## src/hw/rtl/mpf_pkg.sv

```systemverilog
// Shared types and codes for the multilevel priority FIFO.
package mpf_pkg;

  // Fixed widths of the request and result fields
  localparam int unsigned ITEM_FIELD_W  = 16;
  localparam int unsigned PRIO_FIELD_W  = 4;
  localparam int unsigned COUNT_FIELD_W = 7;

  // Request opcodes
  localparam logic OP_ENQ = 1'b0;
  localparam logic OP_DEQ = 1'b1;

  // Result status codes
  typedef enum logic [1:0] {
    ST_OK    = 2'd0,
    ST_EMPTY = 2'd1,
    ST_FULL  = 2'd2,
    ST_RANGE = 2'd3
  } mpf_status_t;

  // Request payload
  typedef struct packed {
    logic                      op;
    logic [ITEM_FIELD_W-1:0]   item;
    logic [PRIO_FIELD_W-1:0]   priority_req;
  } mpf_in_t;

  // Result payload
  typedef struct packed {
    logic [ITEM_FIELD_W-1:0]   item_out;
    logic [ITEM_FIELD_W-1:0]   head_item;
    logic                      head_valid;
    logic [COUNT_FIELD_W-1:0]  total_count;
    logic [1:0]                status;
  } mpf_out_t;

  // Controller to datapath commands
  typedef struct packed {
    logic load_req;   // capture the request on an input transfer
    logic do_op;      // execute enqueue/dequeue, issue dequeue read
    logic do_peek;    // capture dequeued data, issue head read
    logic load_out;   // load the result register
  } mpf_cmd_t;

  // Datapath to controller status
  typedef struct packed {
    logic out_free;   // result register can take a new result this cycle
  } mpf_stat_t;

endpackage

```

## src/hw/rtl/mpf_ctrl.sv

```systemverilog
// Request sequencer for the multilevel priority FIFO.
module mpf_ctrl
  import mpf_pkg::*;
(
  input  logic      clk,
  input  logic      rst_n,
  input  logic      in_valid,
  output logic      in_ready,
  input  mpf_stat_t stat,
  output mpf_cmd_t  cmd
);

  typedef enum logic [1:0] {
    S_IDLE,
    S_OP,
    S_PEEK,
    S_DONE
  } state_t;

  state_t state_r;
  state_t state_nxt;

  // Next state
  always_comb begin
    state_nxt = state_r;
    unique case (state_r)
      S_IDLE: if (in_valid) state_nxt = S_OP;
      S_OP:   state_nxt = S_PEEK;
      S_PEEK: state_nxt = S_DONE;
      S_DONE: if (stat.out_free) state_nxt = S_IDLE;
      default: state_nxt = S_IDLE;
    endcase
  end

  always_ff @(posedge clk) begin
    if (!rst_n) begin
      state_r <= S_IDLE;
    end else begin
      state_r <= state_nxt;
    end
  end

  // Command decode
  assign in_ready     = (state_r == S_IDLE);
  assign cmd.load_req = (state_r == S_IDLE) && in_valid;
  assign cmd.do_op    = (state_r == S_OP);
  assign cmd.do_peek  = (state_r == S_PEEK);
  assign cmd.load_out = (state_r == S_DONE) && stat.out_free;

endmodule

```

## src/hw/rtl/mpf_dp.sv

```systemverilog
// Datapath: per-level pointers and counts, item memory, result register.
module mpf_dp
  import mpf_pkg::*;
#(
  parameter int unsigned LEVELS      = 4,
  parameter int unsigned LEVEL_DEPTH = 16,
  parameter int unsigned ITEM_WIDTH  = 16
) (
  input  logic      clk,
  input  logic      rst_n,
  input  mpf_cmd_t  cmd,
  output mpf_stat_t stat,
  input  mpf_in_t   in_data,
  output logic      out_valid,
  input  logic      out_ready,
  output mpf_out_t  out_data
);

  localparam int unsigned SW    = (ITEM_WIDTH < ITEM_FIELD_W) ? ITEM_WIDTH : ITEM_FIELD_W;
  localparam int unsigned MDEP  = LEVELS * LEVEL_DEPTH;
  localparam int unsigned AW    = $clog2(MDEP);
  localparam int unsigned LW    = $clog2(LEVELS);
  localparam int unsigned PW    = $clog2(LEVEL_DEPTH);
  localparam int unsigned CW    = $clog2(LEVEL_DEPTH + 1);
  localparam int unsigned TW    = $clog2(MDEP + 1);

  // Captured request
  mpf_in_t req_r;

  // Per-level state
  logic [PW-1:0] head_r [LEVELS];
  logic [PW-1:0] tail_r [LEVELS];
  logic [CW-1:0] cnt_r  [LEVELS];
  logic [TW-1:0] total_r;

  // Item memory and read data
  logic [SW-1:0] mem [MDEP];
  logic [SW-1:0] rd_data_r;

  // Per-request results
  logic [1:0]    status_r;
  logic [SW-1:0] taken_r;

  // Result register
  mpf_out_t out_r;
  logic     out_valid_r;

  // Lowest-numbered non-empty level
  logic [LW-1:0] busy_lv;
  logic          busy_any;

  always_comb begin
    busy_lv  = '0;
    busy_any = 1'b0;
    for (int i = LEVELS - 1; i >= 0; i--) begin
      if (cnt_r[i] != '0) begin
        busy_lv  = LW'(i);
        busy_any = 1'b1;
      end
    end
  end

  // Request decode
  logic          is_deq;
  logic          prio_bad;
  logic [LW-1:0] prio_lv;
  logic          lvl_full;
  logic          enq_ok;
  logic          deq_ok;

  assign is_deq   = (req_r.op == OP_DEQ);
  assign prio_bad = ({1'b0, req_r.priority_req} >= (PRIO_FIELD_W + 1)'(LEVELS));
  assign prio_lv  = req_r.priority_req[LW-1:0];
  assign lvl_full = (cnt_r[prio_lv] >= CW'(LEVEL_DEPTH));
  assign enq_ok   = !is_deq && !prio_bad && !lvl_full;
  assign deq_ok   = is_deq && busy_any;

  // Memory addresses: level base plus pointer
  logic [AW-1:0] rd_addr;
  logic [AW-1:0] wr_addr;
  logic          rd_en;
  logic          wr_en;

  assign rd_addr = AW'(busy_lv) * AW'(LEVEL_DEPTH) + AW'(head_r[busy_lv]);
  assign wr_addr = AW'(prio_lv) * AW'(LEVEL_DEPTH) + AW'(tail_r[prio_lv]);
  assign rd_en   = (cmd.do_op && deq_ok) || cmd.do_peek;
  assign wr_en   = cmd.do_op && enq_ok;

  always_ff @(posedge clk) begin
    if (wr_en) begin
      mem[wr_addr] <= req_r.item[SW-1:0];
    end
    if (rd_en) begin
      rd_data_r <= mem[rd_addr];
    end
  end

  // Pointer increment with wrap
  function automatic logic [PW-1:0] ptr_inc(input logic [PW-1:0] p);
    logic [PW-1:0] r;
    if (p == PW'(LEVEL_DEPTH - 1)) begin
      r = '0;
    end else begin
      r = p + PW'(1);
    end
    return r;
  endfunction

  // Request capture and status
  always_ff @(posedge clk) begin
    if (cmd.load_req) begin
      req_r <= in_data;
    end
    if (cmd.do_op) begin
      priority if (is_deq && !busy_any) begin
        status_r <= ST_EMPTY;
      end else if (!is_deq && prio_bad) begin
        status_r <= ST_RANGE;
      end else if (!is_deq && lvl_full) begin
        status_r <= ST_FULL;
      end else begin
        status_r <= ST_OK;
      end
    end
    if (cmd.do_peek) begin
      taken_r <= (is_deq && (status_r == ST_OK)) ? rd_data_r : '0;
    end
  end

  // Level pointers and counts
  always_ff @(posedge clk) begin
    if (!rst_n) begin
      for (int i = 0; i < LEVELS; i++) begin
        head_r[i] <= '0;
        tail_r[i] <= '0;
        cnt_r[i]  <= '0;
      end
      total_r <= '0;
    end else if (cmd.do_op) begin
      if (enq_ok) begin
        tail_r[prio_lv] <= ptr_inc(tail_r[prio_lv]);
        cnt_r[prio_lv]  <= cnt_r[prio_lv] + CW'(1);
        total_r         <= total_r + TW'(1);
      end else if (deq_ok) begin
        head_r[busy_lv] <= ptr_inc(head_r[busy_lv]);
        cnt_r[busy_lv]  <= cnt_r[busy_lv] - CW'(1);
        total_r         <= total_r - TW'(1);
      end
    end
  end

  // Result register
  always_ff @(posedge clk) begin
    if (!rst_n) begin
      out_valid_r <= 1'b0;
    end else if (cmd.load_out) begin
      out_valid_r <= 1'b1;
    end else if (out_ready) begin
      out_valid_r <= 1'b0;
    end
  end

  always_ff @(posedge clk) begin
    if (cmd.load_out) begin
      out_r.item_out    <= ITEM_FIELD_W'(taken_r);
      out_r.head_item   <= busy_any ? ITEM_FIELD_W'(rd_data_r) : '0;
      out_r.head_valid  <= busy_any;
      out_r.total_count <= COUNT_FIELD_W'(total_r);
      out_r.status      <= status_r;
    end
  end

  assign stat.out_free = !out_valid_r || out_ready;
  assign out_valid     = out_valid_r;
  assign out_data      = out_r;

endmodule

```

## src/hw/rtl/multilevel_priority_fifo_core.sv

```systemverilog
// For each input transfer the sequencer steps through the level update (with the
//   dequeue read), the head read and the result load, and takes no new request
//   until it is back in idle.
// A new request is taken while a result waits on out_ready; its own result then
//   holds in the sequencer until the result register frees.
// Reset (rst_n low, synchronous) empties every level and clears the control
//   state; the item memory is not cleared, and only queued entries reach the result.
module multilevel_priority_fifo_core
  import mpf_pkg::*;
#(
  parameter int unsigned LEVELS      = 4,
  parameter int unsigned LEVEL_DEPTH = 16,
  parameter int unsigned ITEM_WIDTH  = 16
) (
  input  logic     clk,
  input  logic     rst_n,
  input  logic     in_valid,
  output logic     in_ready,
  input  mpf_in_t  in_data,
  output logic     out_valid,
  input  logic     out_ready,
  output mpf_out_t out_data
);

  mpf_cmd_t  cmd;
  mpf_stat_t stat;

  // Sequencer
  mpf_ctrl u_ctrl (
    .clk      (clk),
    .rst_n    (rst_n),
    .in_valid (in_valid),
    .in_ready (in_ready),
    .stat     (stat),
    .cmd      (cmd)
  );

  // Queue state and memory
  mpf_dp #(
    .LEVELS      (LEVELS),
    .LEVEL_DEPTH (LEVEL_DEPTH),
    .ITEM_WIDTH  (ITEM_WIDTH)
  ) u_dp (
    .clk       (clk),
    .rst_n     (rst_n),
    .cmd       (cmd),
    .stat      (stat),
    .in_data   (in_data),
    .out_valid (out_valid),
    .out_ready (out_ready),
    .out_data  (out_data)
  );

endmodule

```

## config.mk

```make
export PLATFORM = sky130hd
export DESIGN_NAME = multilevel_priority_fifo_core
export DESIGN_NICKNAME = d
export VERILOG_FILES = /design/src/hw/rtl/mpf_pkg.sv /design/src/hw/rtl/mpf_ctrl.sv /design/src/hw/rtl/mpf_dp.sv /design/src/hw/rtl/multilevel_priority_fifo_core.sv
export SDC_FILE = /design/constraint.sdc
export NUM_CORES = 1
export LEC_CHECK = 0
export BUFFER_PORTS_ARGS = -buffer_cell sky130_fd_sc_hd__buf_4
export CAP_MARGIN = 5
export CORE_MARGIN = 10
export CORE_UTILIZATION = 39
export CTS_CLUSTER_SIZE = 40
export DETAILED_ROUTE_END_ITERATION = 8
export GPL_ROUTABILITY_DRIVEN = 0
export PLACE_DENSITY = 0.54
export REMOVE_ABC_BUFFERS = 1
export SYNTH_ARGS = -nofsm -noshare
export SYNTH_HDL_FRONTEND = slang
export SYNTH_SLANG_ARGS = --single-unit
export TNS_END_PERCENT = 50
```

## constraint.sdc

```tcl
create_clock -name clk -period 5.57 [get_ports clk]
set_input_delay 0.2785 -clock clk [delete_from_list [all_inputs] [get_ports clk]]
set_output_delay 0.2785 -clock clk [all_outputs]
set_load 0.01 [all_outputs]
```

Yosys cells after proc, flatten, opt, wreduce, memory -nomap -nowiden --
Memory sizes are Yosys's and may differ from the RTL's. A register that Yosys moved wholly into a read port is not among the register bits. Cells that the tools add are included.
Word-level totals: latch bits 0, output and inout port bits 44, memories kept 4, bits in registers 91, logic and storage cells 120, memory bits (writable) 1076, ROM bits 0
Operators by class: bitwise gates (word level) 0, reductions and logical operators 33, magnitude comparators 2, muxes and demuxes 52, multipliers 0, divide/modulo/power cells 0, add/subtract/negate cells 8, equality and inequality tests 7, shift-type cells 0
Memories:
- u_dp.mem | depth 64, bits a word 16, read ports 1, clocked after memory_dff 1, write ports 1, RTL line mpf_dp.sv:37 | logic [SW-1:0] mem [MDEP];
- u_dp.cnt_r | depth 4, bits a word 5, read ports 6, clocked after memory_dff 1, write ports 4, RTL line mpf_dp.sv:33 | logic [CW-1:0] cnt_r [LEVELS];
- u_dp.head_r | depth 4, bits a word 4, read ports 1, clocked after memory_dff 0, write ports 4, RTL line mpf_dp.sv:31 | logic [PW-1:0] head_r [LEVELS];
- u_dp.tail_r | depth 4, bits a word 4, read ports 1, clocked after memory_dff 1, write ports 4, RTL line mpf_dp.sv:32 | logic [PW-1:0] tail_r [LEVELS];
Operator list (number):
- $mux W4 | 11
- $mux W2 | 14
- $mux W1 | 22
- $reduce_bool A5 Y1 | 4
- $mux W7 | 2
- $add A6 B4 Y6 | 2
- $logic_and A1 B1 Y1 | 11
- $mux W5 | 2
- $reduce_or A5 Y1 | 2
- $add A4 B1 Y4 const B | 2
- $eq A4 B4 Y1 const B | 2
- $pmux W2 S4 | 1
- $reduce_or A4 Y1 | 2
- $add A7 B1 Y7 const B | 1
- $sub A7 B1 Y7 const B | 1
- $add A5 B1 Y5 const B | 1
- $ge A5 B5 Y1 const B | 1
- $logic_not A1 Y1 | 5
- $sub A5 B1 Y5 const B | 1
- $eq A2 B2 Y1 const B | 2
- $ge A4 B3 Y1 const B | 1
- $logic_not A2 Y1 | 2
- $reduce_and A2 Y1 | 2
- $reduce_bool A2 Y1 | 2
- other kinds (5) | 6

Logic depth before layout (Yosys ltp) --
Gate-level depths: netlist (run 1).
depth in word-level cells 13, depth in mapped cells 16, depth with buffers taken out 13

Cells and area by module --
From an unflattened synthesis (run 1), not the netlist that was laid out.
Unflattened totals: cells, all modules 3282, area total of the unflattened synthesis 46868.7 sq um
By module, submodules not included:
- mpf_dp | times used 1, cells an instance 3264, area each 46697.3 sq um
- mpf_ctrl | times used 1, cells an instance 18, area each 171.4 sq um

Worst setup path after synthesis (run 1) --
OpenSTA, ideal clock, no wires.
path type flip-flop to flip-flop, start point reg with a tool-made name, end point reg u_dp.total_r[6], clock period less this slack 3.315 ns, stages on the path, launching flop included 13, slack 2.255 ns, buffers on the path 1, setup time 0.071 ns, arrival 3.244 ns, path through dfxtp_1 clkbuf_1 mux4_2 nor2b_1 inv_1 fa_1 a21o_1 a21oi_1 o21bai_1 a21oi_1 xnor2_1 or3_1 a21oi_1
RTL lines:
- end signal: assignment | RTL line mpf_dp.sv:143 | total_r <= total_r + TW'(1);
- end signal: assignment | RTL line mpf_dp.sv:147 | total_r <= total_r - TW'(1);
- end: declaration | RTL line mpf_dp.sv:34 | logic [TW-1:0] total_r;

==> run summary, run 1 <==
Status: finished, final reports clean
Worst Hold Class: input pin to register
Max frequency: 204 MHz
TritonRoute pass-1 iters: 6
CTS Hold Bufs: 23
RSZ-0062 raised after global routing: false
Vias in the first global route: 26600
Num ports: 69
Final #Nets: 3217
CP required: 6.04 ns
Async SR Flop Fraction: 0
Peak VDD IR: 0.000260 V
Routed wire length: 127000 um
Type of destination of the critical path: register
Number of I/O port buffers: 68
Dominant cells by area after synthesis: edfxtp_1 (76%), nand2_1 (5.0%), mux4_2 (4.6%)
Initial Util: 0.394
Synth Instances: 2980
Fin crit share: 0.881
Cell variety after synth: 64
Fin crit period: 4.91 ns
Yosys top cell area share: 0.757
Slowest stage delay, CP: 0.60 ns
Dpl cells: 4568
Worst slack, placed: 0.782 ns
Primary FF master, synth: edfxtp_1
Crit path DAT: 5.38 ns
Fin. max-slew vios: 0
Antenna violations before repair: 4
TritonCTS clock tree: yes
Placeable Area: 0.118 mm2
CP max FO: 21
Die Width: 365 um
PwrDens: 421 mW/mm2
Critical-path cell list: nor4_1 > nor2b_1 > a31oi_4 > o22ai_4 > buf_12 > buf_4 > mux4_2 > a32oi_1 > a32oi_1 > and3_1
Final std cells w/o fill: 4819
Clk root buf: clkbuf_16
Final setup margin: 0.662 ns
DR DRC count: 0
Worst-Skew Late Latency: 0.72 ns
Hpwl dp: 75300 um
Final Hold Fails: 0
Die area: 0.134 mm2
Avg WL per Cell: 26.3 um
Cell family with most CP delay: compound AO/OA/AOI/OAI gates
Max-Cap Viols: 0
Worst-Margin Slew: 1.23 ns
Top cells by count, synth: edfxtp_1 (1173), nand2_1 (624), nand3_1 (289)
Vias per std cell: 5.59
Post-synth top area cell: edfxtp_1
Seq cells post-synth: 1185
Final setup violation count: 0
Synth Area per Inst: 15.6 um2
GR Overflow Total: 0
Finished Core Util: 0.454
Most frequent cell after synthesis: edfxtp_1
Routed Antenna Nets: 0
Iteration-0 DRC Markers: 3201
Clock buffer depth: 3
CP max-delay cell: o22ai_4
Post-cts resize count: 0
Overall routing resource usage: 0.188
Slew headroom: 0.177
CP Launch Type: register
CTS Buf Count: 121
First-pass GRT wire length: 186000 um
Setup CP Type: register to register
Ys Warns: 0
Die Y: 365 um
H-tree Lvls: 3
Post-synth EDFFs: 1173
Clk_skew: 0.0283 ns
Layout cells sized above 1: 0.156
Post-synthesis cell area: 0.0465 mm2
Vias: 27000
CP most frequent cell: a32oi_1
WP buf/inv: 2
Row count: 126
P_leak: 0.0178 uW
CTS clk-pin slew, worst paths: 0.06 ns
Setup bufs post-CTS: 0
Area delta synth->final: 15.3%
Clock sink count: 1185
Largest net degree at the start of global routing: 99
Seq/Total Area, Yosys: 0.762
==> metrics by stage <==
stage | TNS, ns | instance area [um2] | total power, uW | hold WS, ns
2_1_floorplan | -214.43 | 45700 | 13100 | 0.377
3_3_place_gp | 0 | 49400 | 14500 | 0.401
3_5_place_dp | 0 | 49400 | 14600 | 0.405
4_1_cts | 0 | 53700 | 22800 | 0.0306
5_1_grt | 0 | 53700 | 23400 | 0.0742
6_report | 0 | 53700 | 22600 | 0.0744
==> flip-flops by register name (all words and copies together), names as in the netlist, named ones only <==
register,count
u_dp.is_deq,1
u_dp.cnt_r,20
u_dp.rd_data_r,16
u_dp.out_data,42
u_dp.tail_r,16
u_dp.out_valid,1
u_dp.head_r,16
u_dp.total_r,7
u_dp.req_r,18
u_dp.mem,1024
u_dp.prio_lv,2
u_dp.taken_r,16
u_ctrl.state_r,2
u_dp.status_r,2
==> layer usage <==
metal | GRT usage | vias to the layer above | part of all wire
met5 | 0 | - | 0
met4 | 0.0664 | 0 | 0.034
met3 | 0.0376 | 201 | 0.079
met2 | 0.304 | 1152 | 0.48
met1 | 0.253 | 13800 | 0.41
li1 | - | 11800 | -
==> area by class of cell <==
type	count	area (um2)
sequential	1185	35500
clock inverter	79	845
clock buffer	148	3150
timing repair buffer	240	2000
fill	10200	64600
antenna	1	2.50
inverter	26	105
tap	1536	1920
multi-input combinational	1604	10200
==> logic make-up (layout without fill, tap and decap cells) <==
| family | Yosys count | count (layout) | synth area share |
|---|---|---|---|
| compound gates | 260 | 260 | 0.0445 |
| xor+xnor | 13 | 13 | 0.00245 |
| fa+ha+maj | 14 | 14 | 0.00393 |
| buf+inv | 191 | 493 | 0.0203 |
| flops | 1185 | 1185 | 0.762 |
| mux | 159 | 159 | 0.0601 |
| other cells | 0 | 1 | 0 |
| simple gates | 1158 | 1158 | 0.107 |
==> placed cells by master, fill, tap and decap left out, types with 6 or more instances in the layout <==
cell and count:
nor3_1 8, clkbuf_16 122, nand2b_1 8, a211oi_1 9, clkinv_1 25, a32oi_1 113, and3_1 12, mux2i_1 61
xnor2_1 8, clkinvlp_4 11, mux4_2 96, o2111ai_1 9, o21ai_0 22, inv_1 24, nand3_1 289, nor2b_1 6
buf_4 206, dfxtp_1 12, clkinv_2 14, nand2_1 624, a22oi_1 12, ha_1 13, edfxtp_1 1173, a32o_1 15
buf_12 11, clkbuf_1 26, a21oi_1 40, and2_1 38, a21o_1 8, inv_6 6, bufinv_16 15, nor2_1 146
a22o_1 7, dlygate4sd3_1 23
==> worst paths after layout <==
check                   startpoint                 end  slack, ns  cells past startpoint
setup / recovery  u_dp.cnt_r[1][0]  u_dp.rd_data_r[11]       0.66                     10
hold / removal               rst_n   u_dp.head_r[2][0]       0.07                      2
setup reg to reg  u_dp.cnt_r[1][0]  u_dp.rd_data_r[11]       0.66                     10
hold reg to reg    u_dp.taken_r[3]   u_dp.out_data[29]       0.42                      0
==> power by group <==
part	switching (uW)	internal, uW	total (uW)	leakage, uW
registers	189	10600	10800	0.0107
clock network	3440	4720	8160	0.00191
logic	2550	1050	3600	0.00518
total	6180	16400	22600	0.0178
Power figures use the tool's default switching activity.
==> inputs of run 2 (changes only) <==
- BUFFER_PORTS_ARGS: -buffer_cell sky130_fd_sc_hd__buf_4 -> not set
- DONT_BUFFER_PORTS: not set -> 1
- PLACE_DENSITY: 0.54 -> 0.53
==> run 2 against run 1 <==
Net effect:
- sequential share of layout area increased by 0.95 points
- count of clock-buffer cells in the layout is 10 lower
- clock power decreased by 2%
==> run summary, run 2 (synthesis gave the netlist of run 1 again) <==
Type of destination of the critical path: register
Die Width: 365 um (unchanged)
Number of I/O port buffers: 0 (-100%)
Area after DPL: 0.0487 mm2 (-1.5%)
Antenna violations before repair: 7 (+3)
Setup bufs post-CTS: 0 (unchanged)
H-tree Lvls: 3 (unchanged)
Clk_skew: 0.0309 ns (+0.00261 ns)
TritonRoute pass-1 iters: 5 (-1)
Worst-Margin Slew: 1.28 ns (+0.0474 ns)
Clock sink count: 1185 (unchanged)
Vias per std cell: 5.63 (+0.65%)
Post-route cell area: 0.0529 mm2 (-1.4%)
Largest net degree at the start of global routing: 153 (+55%)
Status: finished, final reports clean
Final #Nets: 3127 (-2.8%)
Die area: 0.134 mm2 (unchanged)
Worst-Skew Late Latency: 0.71 ns (about the same)
TritonCTS clock tree: yes
Slew headroom: 0.143 (-0.0347)
RSZ-0062 raised after global routing: false
Setup TNS: 0 ns (unchanged)
Largest reg by FF count: u_dp.mem
Cell family with most CP delay: compound AO/OA/AOI/OAI gates
Finished Core Util: 0.447 (-0.00644)
Critical-path cell list: nor4_1 > nor2b_1 > a31oi_4 > o22ai_4 > buf_12 > buf_12 > mux4_2 > a32oi_1 > a32oi_1 > and3_1
CTS Buf Count: 121 (unchanged)
Layout fillers: 10200 (-0.33%)
CP Launch Type: register
Initial Util: 0.394 (unchanged)
Layout cells sized above 1: 0.135 (-0.0216)
Vias: 26600 (-1.2%)
Commonest non-fill, non-tap cell in the layout: edfxtp_1
Final Hold Fails: 0 (unchanged)
CTS clk-pin slew, worst paths: 0.06 ns (about the same)
Row count: 126 (unchanged)
Fin crit period: 5.07 ns (+0.159 ns)
Area delta synth->final: 13.7%
Clock buffer depth: 3 (unchanged)
Setup CP Type: register to register
Post-cts resize count: 0 (unchanged)
Slowest stage delay, CP: 0.60 ns (about the same)
CP max-delay cell: mux4_2
Hpwl dp: 73700 um (-2.1%)
Vias in the first global route: 26600 (-0.011%)
Max frequency: 197 MHz (-3.1%)
Final setup violation count: 0 (unchanged)
Peak VDD IR: 0.000389 V (+49%)
First-pass GRT wire length: 185000 um (-0.68%)
Commonest non-fill, non-tap cells in the layout: edfxtp_1 (1173), nand2_1 (624), nand3_1 (289)
Iteration-0 DRC Markers: 3021 (-5.6%)
PwrDens: 422 mW/mm2 (+0.32%)
Max-Cap Viols: 0 (unchanged)
Worst Hold Class: input pin to register
Overall routing resource usage: 0.187 (-0.000919)
WP buf/inv: 2 (unchanged)
Clk root buf: clkbuf_16
P_leak: 0.0174 uW (-2.4%)
CP max FO: 74 (+250%)
Crit path DAT: 5.52 ns (+0.14 ns)
Placeable Area: 0.118 mm2 (unchanged)
Max FFs per register: 1024 (unchanged)
Fin. max-slew vios: 0 (unchanged)
Avg WL per Cell: 26.7 um (+1.4%)
CP required: 6.03 ns (about the same)
Fin crit share: 0.910 (+0.0285)
Routed Antenna Nets: 0 (unchanged)
WHS: 0.0504 ns (-0.0240 ns)
DR DRC count: 0 (unchanged)
Num ports: 69 (unchanged)
Die Y: 365 um (unchanged)
GR Overflow Total: 0 (unchanged)
Routed wire length: 126000 um (-0.45%)
==> run 2: changes by cell type in the layout (fill, tap and decap cells not counted), sizes merged <==
cell | previous run | this run
buf | 217 | 125
clkinv | 47 | 67
dlygate4sd3 | 23 | 25
clkinvlp | 11 | 9
inv | 32 | 27
bufinv | 15 | 12
clkbuf | 148 | 138
==> run 2: what timing repair did <==
action / CTS / global route
setup endpoints to repair: 0 / 0
endpoints found under the hold margin: 87 / 0
hold buffers: 25 / 0
==> run 2: power breakdown <==
group	switching [uW]	leakage, uW	internal, uW	total [uW]
registers	218	0.0107	10600	10900
clock network	3440	0.00193	4590	8030
logic	2490	0.00474	960	3450
total	6150	0.0174	16200	22300
==> run 2: area by class of cell <==
class | count | area [um2] | share of cell area
Clock buffer | 138 | 3130 | 0.0593
Antenna cell | 1 | 2.50 | 0.0000473
Multi-Input combinational cell | 1604 | 10200 | 0.192
Tap cell | 1536 | 1920 | 0.0363
Inverter | 26 | 105 | 0.00199
Clock inverter | 89 | 810 | 0.0153
Timing Repair Buffer | 150 | 1290 | 0.0244
Sequential cell | 1185 | 35500 | 0.670
==> run 2: metal layers <==
layer	share of wire	wire length (um)	GRT usage
met1	0.42	52800	0.251
met2	0.48	60700	0.307
met3	0.073	9170	0.0352
met4	0.029	3720	0.0613
met5	0.00010	13	0
==> run 2: final timing paths <==
check                                      start                end  slack, ns  cells after the start
worst min register to register  u_dp.taken_r[12]  u_dp.out_data[38]       0.42                      0
worst max register to register  u_dp.cnt_r[1][0]  u_dp.rd_data_r[8]       0.50                     10
worst max-delay path            u_dp.cnt_r[1][0]  u_dp.rd_data_r[8]       0.50                     10
worst min-delay path                    in_valid           register       0.05                      2
==> run 2: metrics by stage <==
step	cells	total power, uW	worst slack, ns
5_1_grt	4728	23100	0.330
6_report	4729	22300	0.503
4_1_cts	4728	22500	0.477
3_5_place_dp	4476	14500	0.488
3_3_place_gp	4476	14400	0.563
2_1_floorplan	2815	13100	-6.93
